**config.mk**
```make
export PLATFORM = sky130hd
export DESIGN_NAME = cbl_ram
export DESIGN_NICKNAME = d
export VERILOG_FILES = /design/src/rtl/core/code_buffer_label_backpatcher_top_assert.svh /design/src/rtl/core/cbl_ram.sv
export SDC_FILE = /design/constraint.sdc
export NUM_CORES = 1
export LEC_CHECK = 0
export BUFFER_PORTS_ARGS = -buffer_cell sky130_fd_sc_hd__buf_2
export CAP_MARGIN = 20
export CORE_MARGIN = 2
export CORE_UTILIZATION = 30
export CTS_CLUSTER_SIZE = 20
export DETAILED_ROUTE_END_ITERATION = 8
export PLACE_DENSITY = 0.46
export SLEW_MARGIN = 10
export SYNTH_ARGS = -nofsm -noshare
export SYNTH_HDL_FRONTEND = slang
export SYNTH_SLANG_ARGS = --single-unit
export TNS_END_PERCENT = 50
```
**constraint.sdc**
```tcl
create_clock -name clk -period 3.3 [get_ports clk]
set_input_delay 0.165 -clock clk [delete_from_list [all_inputs] [get_ports clk]]
set_output_delay 0.165 -clock clk [all_outputs]
set_load 0.02 [all_outputs]
```
**src/rtl/core/code_buffer_label_backpatcher_top_assert.svh**
```systemverilog
// Assertion macros for the code buffer label backpatcher
`ifndef CODE_BUFFER_LABEL_BACKPATCHER_TOP_ASSERT_SVH
`define CODE_BUFFER_LABEL_BACKPATCHER_TOP_ASSERT_SVH
`ifndef SYNTHESIS
`define CBL_ASSERT(name, cond, msg) \
    name: assert property (@(posedge clk) disable iff (!rst_n) (cond)) else $error(msg);
`define CBL_ASSERT_NEXT(name, pre, post, msg) \
    name: assert property (@(posedge clk) disable iff (!rst_n) (pre) |=> (post)) \
        else $error(msg);
`else
`define CBL_ASSERT(name, cond, msg)
`define CBL_ASSERT_NEXT(name, pre, post, msg)
`endif
`endif

```
**src/rtl/core/cbl_ram.sv**
```systemverilog
// Single-port RAM with registered read data
module cbl_ram #(
    parameter int W     = 8,
    parameter int DEPTH = 64
) (
    input  logic                     clk,
    input  logic                     we,
    input  logic [$clog2(DEPTH)-1:0] addr,
    input  logic [W-1:0]             wdata,
    output logic [W-1:0]             rdata
);

    logic [W-1:0] mem [DEPTH];

    always_ff @(posedge clk)
    begin
        if (we)
        begin
            mem[addr] <= wdata;
        end
        rdata <= mem[addr];
    end

endmodule

```
Word level (Yosys, flattened, before mapping)
Memory sizes are Yosys's and may differ from the RTL's. A register that Yosys moved wholly into a read port is not among the register bits. Index checks and enable logic that the tools add are counted.

Multiplexer cells: 2.

Operators with widths (count): $mux W1 (2).

Bits in registers: 0. RAM bits: 512. Input port bits: 16. Output and inout bits: 8. Memories: 1.

Memory list: mem (depth 64, bits a word 8, read ports 1, clocked after memory_dff 1, wr ports 1, line cbl_ram.sv:13) `logic [W-1:0] mem [DEPTH];`.

Logic depth before layout (Yosys ltp)
Depth in word-level cells: 2. Depth in mapped cells: 10. Mapped depth without buffers: 5.

Worst setup path before layout
Ideal clock, no wire load.

Path kind: input port to flip-flop. Start: input addr[1]. End: memory mem[13][0], enable pin. Setup time: 370 ps. Arrival: 1893 ps. Data required time: 2930 ps. Path slack: 1036 ps. Stages: 7. Path buffers: 4. Path through: buf_6 > buf_6 > nor2b_1 > clkbuf_1 > clkbuf_1 > nand3_1 > nor2_1.

RTL lines: start, declared (line cbl_ram.sv:8) `input logic [$clog2(DEPTH)-1:0] addr,`; end, declared (line cbl_ram.sv:13).

No word-level cell before the write port.

==> results.txt <==
----------------------------------------------------
[Run status]
  Result of the run ... complete, no violations

[Clock network]
  TritonCTS clock tree ... yes
  H-tree levels ... 2
  # hold bufs at CTS ... 0
  CTS root buffer ... clkbuf_16
  Post-CTS repair timing setup buffer count ... 0
  Number of cells upsized or downsized after cts ... 0
  TritonCTS sink count ... 520
  Insertion delay to the later sink of the worst-skew pair ... 0.60 ns
  Clk buf depth ... 3
  Clock transition at the registers of the reported paths ... 0.06 ns
  Clock buffer count from CTS ... 55

[Power and ir drop]
  Peak supply drop ... 0.353 mV
  Proportion of power drawn by flip-flops and latches ... 0.529
  Standby leakage power ... 0.00781 µW
  Net switching power ... 3090 µW
  Pwr/cell area ... 579 nW/µm²
  Combinational Power Share ... 0.060
  Switching part of the total power ... 0.223
  Relative contribution of the clock network to total power ... 0.411
  Internal power ... 10800 µW

[Finish]
  Number of nets in the finished design ... 1322
  Fraction of the core area covered by cells at the end of the flow ... 0.356
  Number of fill cells ... 6366
  Register Area ... 15500 µm²
  Total area of multi-input combinational cells ... 4520 µm²
  Number of inserted diodes ... 0
  Final instance count without filler cells ... 2223
  Area of all placed cells without fillers ... 24000 µm²
  Fraction of layout cells with a size suffix above 1 ... 0.216
  Synth-to-layout area growth ... 17.2%

[GRT]
  Number of antenna violations at the first check in global routing ... 0
  Maximum number of pins on one net before global-route repair ... 65
  Remaining global-route overflow ... 0
  Via count of the first global-routing pass ... 11.5k
  First-pass GRT wire length ... 84100 µm
  Global routing usage summed across all routing layers ... 0.167

[Route]
  Antenna-violating nets left ... 0
  Remaining DRCs ... 0
  Overall routed net length ... 58700 µm
  Routed len/inst ... 26.4 µm
  Violation count after the first detailed-route iteration ... 1027
  Via Count ... 11.4k
  Iteration count of the initial detailed-routing pass ... 7
  Vias per inst ... 5.14

[Synthesis]
  Netlist area before placement ... 20400 µm²
  Warning count from the yosys run ... 0
  Most used flip-flop cell after synthesis ... edfxtp_1
  Yosys cell types ... 56
  Share of async-settable or async-resettable flops after synthesis ... 0
  Post-Synthesis Mean Instance Area ... 17.5 µm²
  Top-area cell type share of the netlist area ... 0.752
  Synth cell count leaders ... 512 x edfxtp_1, 82 x nor2_1, 63 x mux2i_1
  EDFF count, synth ... 512
  Count leader, synth ... edfxtp_1
  Synthesized netlist cell count ... 1171
  Cell accounting for the most synthesized area ... edfxtp_1
  Cell types occupying the most area after synthesis ... edfxtp_1 75%, mux4_2 4.5%, mux2i_1 3.1%
  Sequential area share after synthesis ... 0.760
  Seq cells post-synth ... 520
  Synth Net Count ... 1187

[Placed design]
  Half-perimeter wire length after detailed placement ... 38400 µm
  Last weighted congestion value of the routability-driven placer ... 0.831
  Number of placed instances with taps included ... 2122
  Count of buffers inserted at the top-level ports ... 23
  Dpl ws ... 0.467 ns
  Placement-stage cell area ... 22300 µm²

[Timing]
  Count of endpoints failing setup in the final report ... 0
  Clock tree skew after final layout ... 0.0117 ns
  Max Clock Freq ... 447 MHz
  Worst slew margin ... 0.315
  Actual transition at the worst max-transition pin ... 1.03 ns
  Total Neg Setup Slack ... 0 ns
  Total count of hold-check failures in the final report ... 0
  Smallest setup slack after layout ... 1.07 ns
  Unrepaired setup endpoints after global routing ... no
  Share of the clock period used by the worst path after layout ... 0.677
  Number of slew-limit violations in the final report ... 0
  Period minus WS final ... 2.23 ns

[Floorplanning]
  I/O pin count ... 24
  Site Rows ... 95
  Die area ... 70300 µm²
  Die Width ... 265 µm
  DIE HEIGHT ... 265 µm
  Placeable Area ... 67300 µm²
  Effective utilization at floorplan ... 0.304

[Min path]
  Class of the tightest hold or removal check ... in -> reg

[Critical path]
  Startpoint type of the worst setup path ... flip-flop
  Critical-path maximum fanout ... 1
  Critical path start-end classification ... reg -> reg
  Crit path required time ... 3.77 ns
  Critical path arrival ... 2.70 ns
  Cell type of the slowest stage on the worst timing path ... mux4_2
  Delay of the slowest cell on the worst path ... 0.50 ns
  List of cells traversed by the critical path ... mux4_2 > mux2i_1 > o22a_1 > o311ai_0 > or4_1
  Endpoint class of the critical path ... flip-flop

[Flow run]
  Maximum capacitance violations ... 0

----------------------------------------------------
==> cell families (layout without fill, tap and decap cells) <==
logic type	Yosys count	count (layout)	share of synthesized area
flops	520	520	0.760
simple gates	229	229	0.0571
compound gates	222	222	0.0808
mux	116	116	0.0826
buf+inv	84	263	0.0198
==> cell type report <==
type | count | share of cell area
flip-flops and latches | 520 | 0.648
multi-input cells | 567 | 0.188
clock buffers | 66 | 0.0591
repair buffers | 159 | 0.0494
well taps | 873 | 0.0456
clock inverters | 35 | 0.00898
inverters | 3 | 0.000470
==> cells in the final DEF (no fill, tap or decap), drive strengths merged, types with 12 or more instances in the layout <==
| cell type | instances |
|---|---|
| a31oi | 15 |
| nor2 | 82 |
| a21oi | 28 |
| clkinv | 30 |
| nand2b | 24 |
| mux4 | 41 |
| a221oi | 21 |
| nand2 | 45 |
| o22ai | 22 |
| mux2 | 12 |
| edfxtp | 512 |
| clkbuf | 66 |
| mux2i | 63 |
| buf | 159 |
| a22oi | 40 |
| nand3b | 12 |
==> per-layer routing <==
metal / GRT usage / wire [µm] / vias up
li1: - / - / 5028
met1: 0.225 / 25800 / 5991
met2: 0.269 / 27800 / 338
met3: 0.0367 / 3660 / 80
met4: 0.0527 / 1440 / 0
met5: 0 / 0 / -
==> final timing paths <==
kind,startpoint,endpoint,depth (start not counted),slack [ns]
worst min register to register,mem[3][4],rdata[4],3,0.62
worst max register to register,mem[50][1],rdata[1],5,1.07
worst max-delay path,mem[50][1],rdata[1],5,1.07
worst min-delay path,wdata[2],mem[26][2],1,0.05
==> state kept, by name (all words and copies together) (netlist names) <==
name,flops
mem,512
rdata,8
==> worst max-delay path, delay by kind of cell (launching register included) <==
family          cells  cell delay (ns)
mux                 2             0.90
simple gates        1             0.46
compound gates      2             0.38
flops               1             0.37
==> through the flow <==
| stage | total power, µW | hold WS [ns] |
|---|---|---|
| 6_report | 13900 | 0.0453 |
| 5_1_grt | 14300 | 0.0470 |
| 4_1_cts | 14000 | 0.0271 |
| 3_5_place_dp | 8310 | 0.584 |
| 3_3_place_gp | 8310 | 0.582 |
| 2_1_floorplan | 7880 | 0.264 |
==> power groups by stage <==
stage / Clock (µW) / Sequential [µW] / Combinational (µW)
6_report: 5710 / 7340 / 827
5_1_grt: 6080 / 7340 / 882
4_1_cts: 5840 / 7340 / 836
3_5_place_dp: 0 / 7480 / 835
3_3_place_gp: 0 / 7480 / 831
2_1_floorplan: 0 / 7480 / 397
Power figures use the tool's default switching activity.
