==> src/rtl/core/code_buffer_label_backpatcher_top_assert.svh <==
// Assertion macros for the code buffer label backpatcher
`ifndef CODE_BUFFER_LABEL_BACKPATCHER_TOP_ASSERT_SVH
`define CODE_BUFFER_LABEL_BACKPATCHER_TOP_ASSERT_SVH
`ifndef SYNTHESIS
`define CBL_ASSERT(name, cond, msg) \
    name: assert property (@(posedge clk) disable iff (!rst_n) (cond)) else $error(msg);
`define CBL_ASSERT_NEXT(name, pre, post, msg) \
    name: assert property (@(posedge clk) disable iff (!rst_n) (pre) |=> (post)) \
        else $error(msg);
`else
`define CBL_ASSERT(name, cond, msg)
`define CBL_ASSERT_NEXT(name, pre, post, msg)
`endif
`endif

==> src/rtl/core/cbl_patch_unit.sv <==
// Shared offset unit: branch field insertion and relative displacement
module cbl_patch_unit #(
    parameter int LENW = 13,
    parameter int CAW  = 12
) (
    input  logic [LENW-1:0] target,
    input  logic [CAW-1:0]  site,
    input  logic [31:0]     word,
    input  logic [4:0]      field_bits,
    input  logic [4:0]      field_shift,
    input  logic [2:0]      width,
    output logic [31:0]     word_out,
    output logic [31:0]     disp,
    output logic            fits
);

    localparam int DW = LENW + 2;

    logic signed [DW-1:0] t_s;
    logic signed [DW-1:0] s_s;
    logic signed [DW-1:0] d;
    logic signed [DW-1:0] dq;
    logic signed [DW-1:0] q;
    logic signed [DW-1:0] rel;
    logic [31:0]          q32;
    logic [31:0]          mask;
    logic [31:0]          fm;
    logic [31:0]          fv;

    assign t_s  = $signed(DW'(target));
    assign s_s  = $signed(DW'(site));
    assign d    = t_s - s_s;
    assign dq   = d + $signed(DW'(d[DW-1] ? 3 : 0));
    assign q    = dq >>> 2;
    assign q32  = 32'(q);
    assign mask = 32'((33'd1 << field_bits) - 33'd1);
    assign fm   = 32'({32'b0, mask} << field_shift);
    assign fv   = 32'({32'b0, q32 & mask} << field_shift);
    assign word_out = (word & ~fm) | fv;

    assign rel = t_s - (s_s + $signed(DW'(width)));

    always_comb
    begin
        case (width)
            3'd1:    fits = (rel >= -128) && (rel <= 127);
            3'd2:    fits = (rel >= -32768) && (rel <= 32767);
            3'd3:    fits = (rel >= -8388608) && (rel <= 8388607);
            default: fits = 1'b1;
        endcase
    end

    assign disp = fits ? 32'(rel) : 32'b0;

endmodule

==> config.mk <==
export PLATFORM = sky130hd
export DESIGN_NAME = cbl_patch_unit
export DESIGN_NICKNAME = d
export VERILOG_FILES = /design/src/rtl/core/code_buffer_label_backpatcher_top_assert.svh /design/src/rtl/core/cbl_patch_unit.sv
export SDC_FILE = /design/constraint.sdc
export NUM_CORES = 1
export LEC_CHECK = 0
export BUFFER_PORTS_ARGS = -buffer_cell sky130_fd_sc_hd__buf_2
export CELL_PAD_IN_SITES_DETAIL_PLACEMENT = 0
export CELL_PAD_IN_SITES_GLOBAL_PLACEMENT = 1
export CORE_UTILIZATION = 40
export DETAILED_ROUTE_END_ITERATION = 7
export PLACE_DENSITY_LB_ADDON = 0.1
export RECOVER_POWER = 50
export SKIP_LAST_GASP = 1
export SYNTH_ARGS = -nofsm -noshare
export SYNTH_HDL_FRONTEND = slang
export SYNTH_SLANG_ARGS = --single-unit
==> constraint.sdc <==
create_clock -name vclk -period 7
set_clock_uncertainty 0.05 [all_clocks]
set_input_delay 0.7 -clock vclk [all_inputs]
set_output_delay 0.7 -clock vclk [all_outputs]
set_load 0.1 [all_outputs]
# Word level (Yosys, flattened, before mapping)
# Index checks and enable logic that the tools add are counted.
# W data, S select, Z words.
# totals
reg_bits,0
input_bits,70
output_inout_bits,65
elab_cells,27
# op_classes
add_sub_neg,5
order_cmp,6
eq_ne,3
shift,3
muxes,3
bitwise_logic,4
reduce_logical,3
# op_table
op,count
$and A32 B32 Y32,2
$shl A32 B5 Y32,2
$mux W32,1
$not A32 Y32,1
$or A32 B32 Y32,1
$shl A1 B5 Y32 const A,1
$sub A32 B1 Y32 const B,1
$ge A14 B24 Y1 const B,1
$le A14 B24 Y1 const B,1
$ge A14 B16 Y1 const B,1
$le A14 B16 Y1 const B,1
$add A14 B3 Y15,1
$ge A14 B8 Y1 const B,1
$le A14 B8 Y1 const B,1
$sub A13 B12 Y14,1
$sub A13 B13 Y14,1
$add A12 B3 Y13,1
$eq A3 B2 Y1 const B,2
$eq A3 B1 Y1 const B,1
$logic_and A1 B1 Y1,3
$pmux W1 S3,1
$mux W2,1

# Longest topological paths before layout
# depth
depth_word,6
depth_mapped,20
mapped_depth_nobuf,18

# Least setup slack after synthesis
# No wires, ideal clock.
# synth_path
path_type,in2out
start,input width[2]
end,output disp[14]
arrival_time_ns,7.185
t_required_ns,6.250
slack_ns,-0.935
cell_stages,15
path_buffers,2
cell_sequence,inv_1 fa_1 ha_1 nor2b_1 o21ai_0 a21boi_0 o21ai_0 a211o_1 and3b_1 xor2_1 or4_1 and4_1 clkbuf_1 nor3_1 buf_4
# synth_between
elab_chain_cells,6
elab_cells_between_ends,16
cone_classes,add/sub (2); order compare (6); eq/ne (3); mux (2); reduce/logical (3)
# synth_rtl
element,line_no,source
"start, declared",cbl_patch_unit.sv:11,"input logic [2:0] width,"
$add A12 B3 Y13,cbl_patch_unit.sv:41,assign rel = t_s - (s_s + $signed(DW'(width)));
$sub A13 B13 Y14,cbl_patch_unit.sv:41,
"$ge A14 B24 Y1, or another cell as far along",cbl_patch_unit.sv:48,3'd3: fits = (rel >= -8388608) && (rel <= 8388607);
"$logic_and A1 B1 Y1, on equally long branches","cbl_patch_unit.sv:48, cbl_patch_unit.sv:46, cbl_patch_unit.sv:47",
$pmux W1 S3,cbl_patch_unit.sv:45,case (width)
$mux W32 (*),cbl_patch_unit.sv:53,assign disp = fits ? 32'(rel) : 32'b0;
"end, declared",cbl_patch_unit.sv:13,"output logic [31:0] disp,"
# Mark *: on every way between the ends. The rest lies on a longest branch, timed or not.

# Worst setup path in the final report
# layout_path
start,input target[4]
end,output word_out[30]
# layout_between
elab_chain_cells,6
# layout_rtl
element,line_no,source
"start, declared",cbl_patch_unit.sv:6,"input logic [LENW-1:0] target,"
$sub A13 B12 Y14 (*),cbl_patch_unit.sv:32,assign d = t_s - s_s;
$mux W2,cbl_patch_unit.sv:33,assign dq = d + $signed(DW'(d[DW-1] ? 3 : 0));
$add A14 B3 Y15 (*),cbl_patch_unit.sv:33,
$and A32 B32 Y32 (*),cbl_patch_unit.sv:38,"assign fv = 32'({32'b0, q32 & mask} << field_shift);"
$shl A32 B5 Y32 (*),cbl_patch_unit.sv:38,
$or A32 B32 Y32 (*),cbl_patch_unit.sv:39,assign word_out = (word & ~fm) | fv;
"end, declared",cbl_patch_unit.sv:12,"output logic [31:0] word_out,"
# Marks and branches as above.

==> results.tsv <==
metric	value	unit
outcome	complete, no violations	
DRT Pass-1 Iters	5	
DIE HEIGHT	123	µm
total power	1.18	mW
CP Data Arrival Time	5760	ps
Final Hold Fails	0	
Vias	7165	
fmax	0.154	GHz
max-capacitance violation count	0	
critical path, cell by cell	buf_2 > inv_1 > ha_1 > a21oi_1 > nand2_1 > o21ai_1 > nand3_1 > clkinv_1 > ha_1 > nor2b_1 > a41o_1 > and4_1 > xnor2_1 > a2111oi_0 > or3_1 > a22o_1 > a31oi_1 > clkbuf_2	
Avg Synthesized Cell Area	6.40	µm²
vias in the first global route	6042	
highest ir drop seen on vdd	0.207	mV
Seq/Total Area, Yosys	0	
number of DRC markers in iteration 0	726	
initial antenna violation count	0	
Residual DRC	0	
Die ar.	0.0151	mm²
Final Wtd Congestion	0.927	
Port Buffer Count	135	
first-pass GRT wire length	33700	µm
antenna viol nets, final	0	
P_leak	2.78	nW
slowest CP cell	a2111oi_0	
top cell family by delay on the critical path	compound AO/OA/AOI/OAI gates	
Hold Buf Count CTS	0	
syn_nets	1025	
Cell Area, Placed	0.00638	mm²
cell taking the most area after synthesis	ha_1	
die width	123	µm
global-route usage over all layers	0.278	
Slew @ Worst Pin	1250	ps
Pwr Density	186	mW/mm²
Initial Util	0.416	
final setup violating endpoints	0	
top cells by area, synth	ha_1 8.1%, a21oi_1 6.2%, mux2i_1 6.2%	
post-cts sizing count	0	
Commonest cells post-synth	78 x nor2_1, 74 x nand2_1, 72 x a21oi_1, 65 x inv_1, 62 x o21ai_0	
crit end category	primary output	
FP Rows	43	
area grow syn2layout	8.67	%
dpl hpwl	16900	µm
Tmin final	6510	ps
hold crit path type	primary input to primary output	
Yosys cell types	80	
# Post-CTS Setup Buffers	0	
CP Max Fanout	9	
crit-path most repeated cell	ha_1	
share of layout cells above drive strength 1	0.169	
Post-Route WL	21600	µm
relative slew slack	0.158	
core area	0.0140	mm²
yosys warns	0	
final instance area	0.00635	mm²
grt total ovfl	0	
Seq cells	0	
diode count	0	
Mapped Cells	913	
Routed WL per cell	18.8	µm
Setup TNS	0	ps
Critical Path Start Type	primary input	
period utilization	0.930	
Final Max Tran Viols	0	
largest net degree at the start of global routing	61	
Synth top area share	0.0814	
worst path bufs/invs	4	
Layout Nets	1082	
worst stage delay on the critical path	940	ps
count leader, synth	nor2_1	
Via density	6.24	
crit path kind	primary input to primary output	
register area	0	µm²
RSZ-0062 raised after global routing	no	
CP required	6250	ps
I/O Pins	135	
mapped cell area	0.00584	mm²
# clk buffers	0	
-- area by class of cell --
type | count | area (µm²)
Tap cell | 180 | 225
Inverter | 70 | 263
Fill cell | 1513 | 7690
Timing Repair Buffer | 138 | 676
Multi-Input combinational cell | 760 | 5190
-- stage by stage --
step / utilization / hold WS, ps / setup slack, ps / cells
after floorplan: - / 1790 / 70.1 / 913
after global placement: 0.454 / 1830 / 922 / 1148
after detailed placement: 0.454 / 1840 / 821 / 1148
after CTS: 0.454 / 1840 / 819 / 1148
after global routing: 0.452 / 1850 / 281 / 1148
final: 0.452 / 1840 / 489 / 1148
-- per-layer routing --
| metal | up-vias | track usage | share of wire | routed length [µm] |
|---|---|---|---|---|
| met5 | - | 0 | 0 | 0 |
| met4 | 0 | 0.0198 | 0.0060 | 130 |
| met3 | 10 | 0.0218 | 0.085 | 1840 |
| met2 | 350 | 0.385 | 0.39 | 8400 |
| met1 | 3289 | 0.464 | 0.52 | 11200 |
| li1 | 3516 | - | - | - |
-- worst paths after layout --
| path | startpoint | endpoint | cells after the start |
|---|---|---|---|
| worst max-delay path | target[4] | word_out[30] | 18 |
| worst min-delay path | word[1] | word_out[1] | 4 |
-- cell families (layout without fill, tap and decap cells) --
kind of cell,count (synthesis),in the layout,share of synthesized area
XOR/XNOR,23,23,0.0358
adder cells (fa/ha/maj),42,42,0.0951
AO/OA/AOI/OAI,336,336,0.391
buffers and inverters,153,208,0.114
multiplexers,55,55,0.110
AND/OR/NAND/NOR,304,304,0.254
-- report_power, final --
group          internal (mW)  switching [mW]  leakage, nW
clock                      0               0            0
sequential                 0               0            0
combinational          0.266           0.918         2.78
-- cells in the final DEF (no fill, tap or decap), types with 7 or more instances in the layout --
cell and n:
mux2_2 13, or3_1 11, clkbuf_1 18, nand2b_1 9, or2_2 7, clkbuf_2 12
xnor2_1 17, nand3_1 26, and2_1 8, ha_1 38, a21oi_1 73, nand4_1 11
inv_1 65, nor3_1 31, a22oi_1 7, o22ai_1 14, a211oi_1 20, a21o_1 14
buf_2 105, nor2_1 78, o31ai_1 8, nor2b_1 10, a31oi_1 21, nor4_1 11
o21ai_0 62, nand2_1 74, and3_1 14, o211ai_1 17, o21a_1 11, mux2i_1 36
o221ai_1 12
No activity file was read; power rests on OpenSTA's default activity.
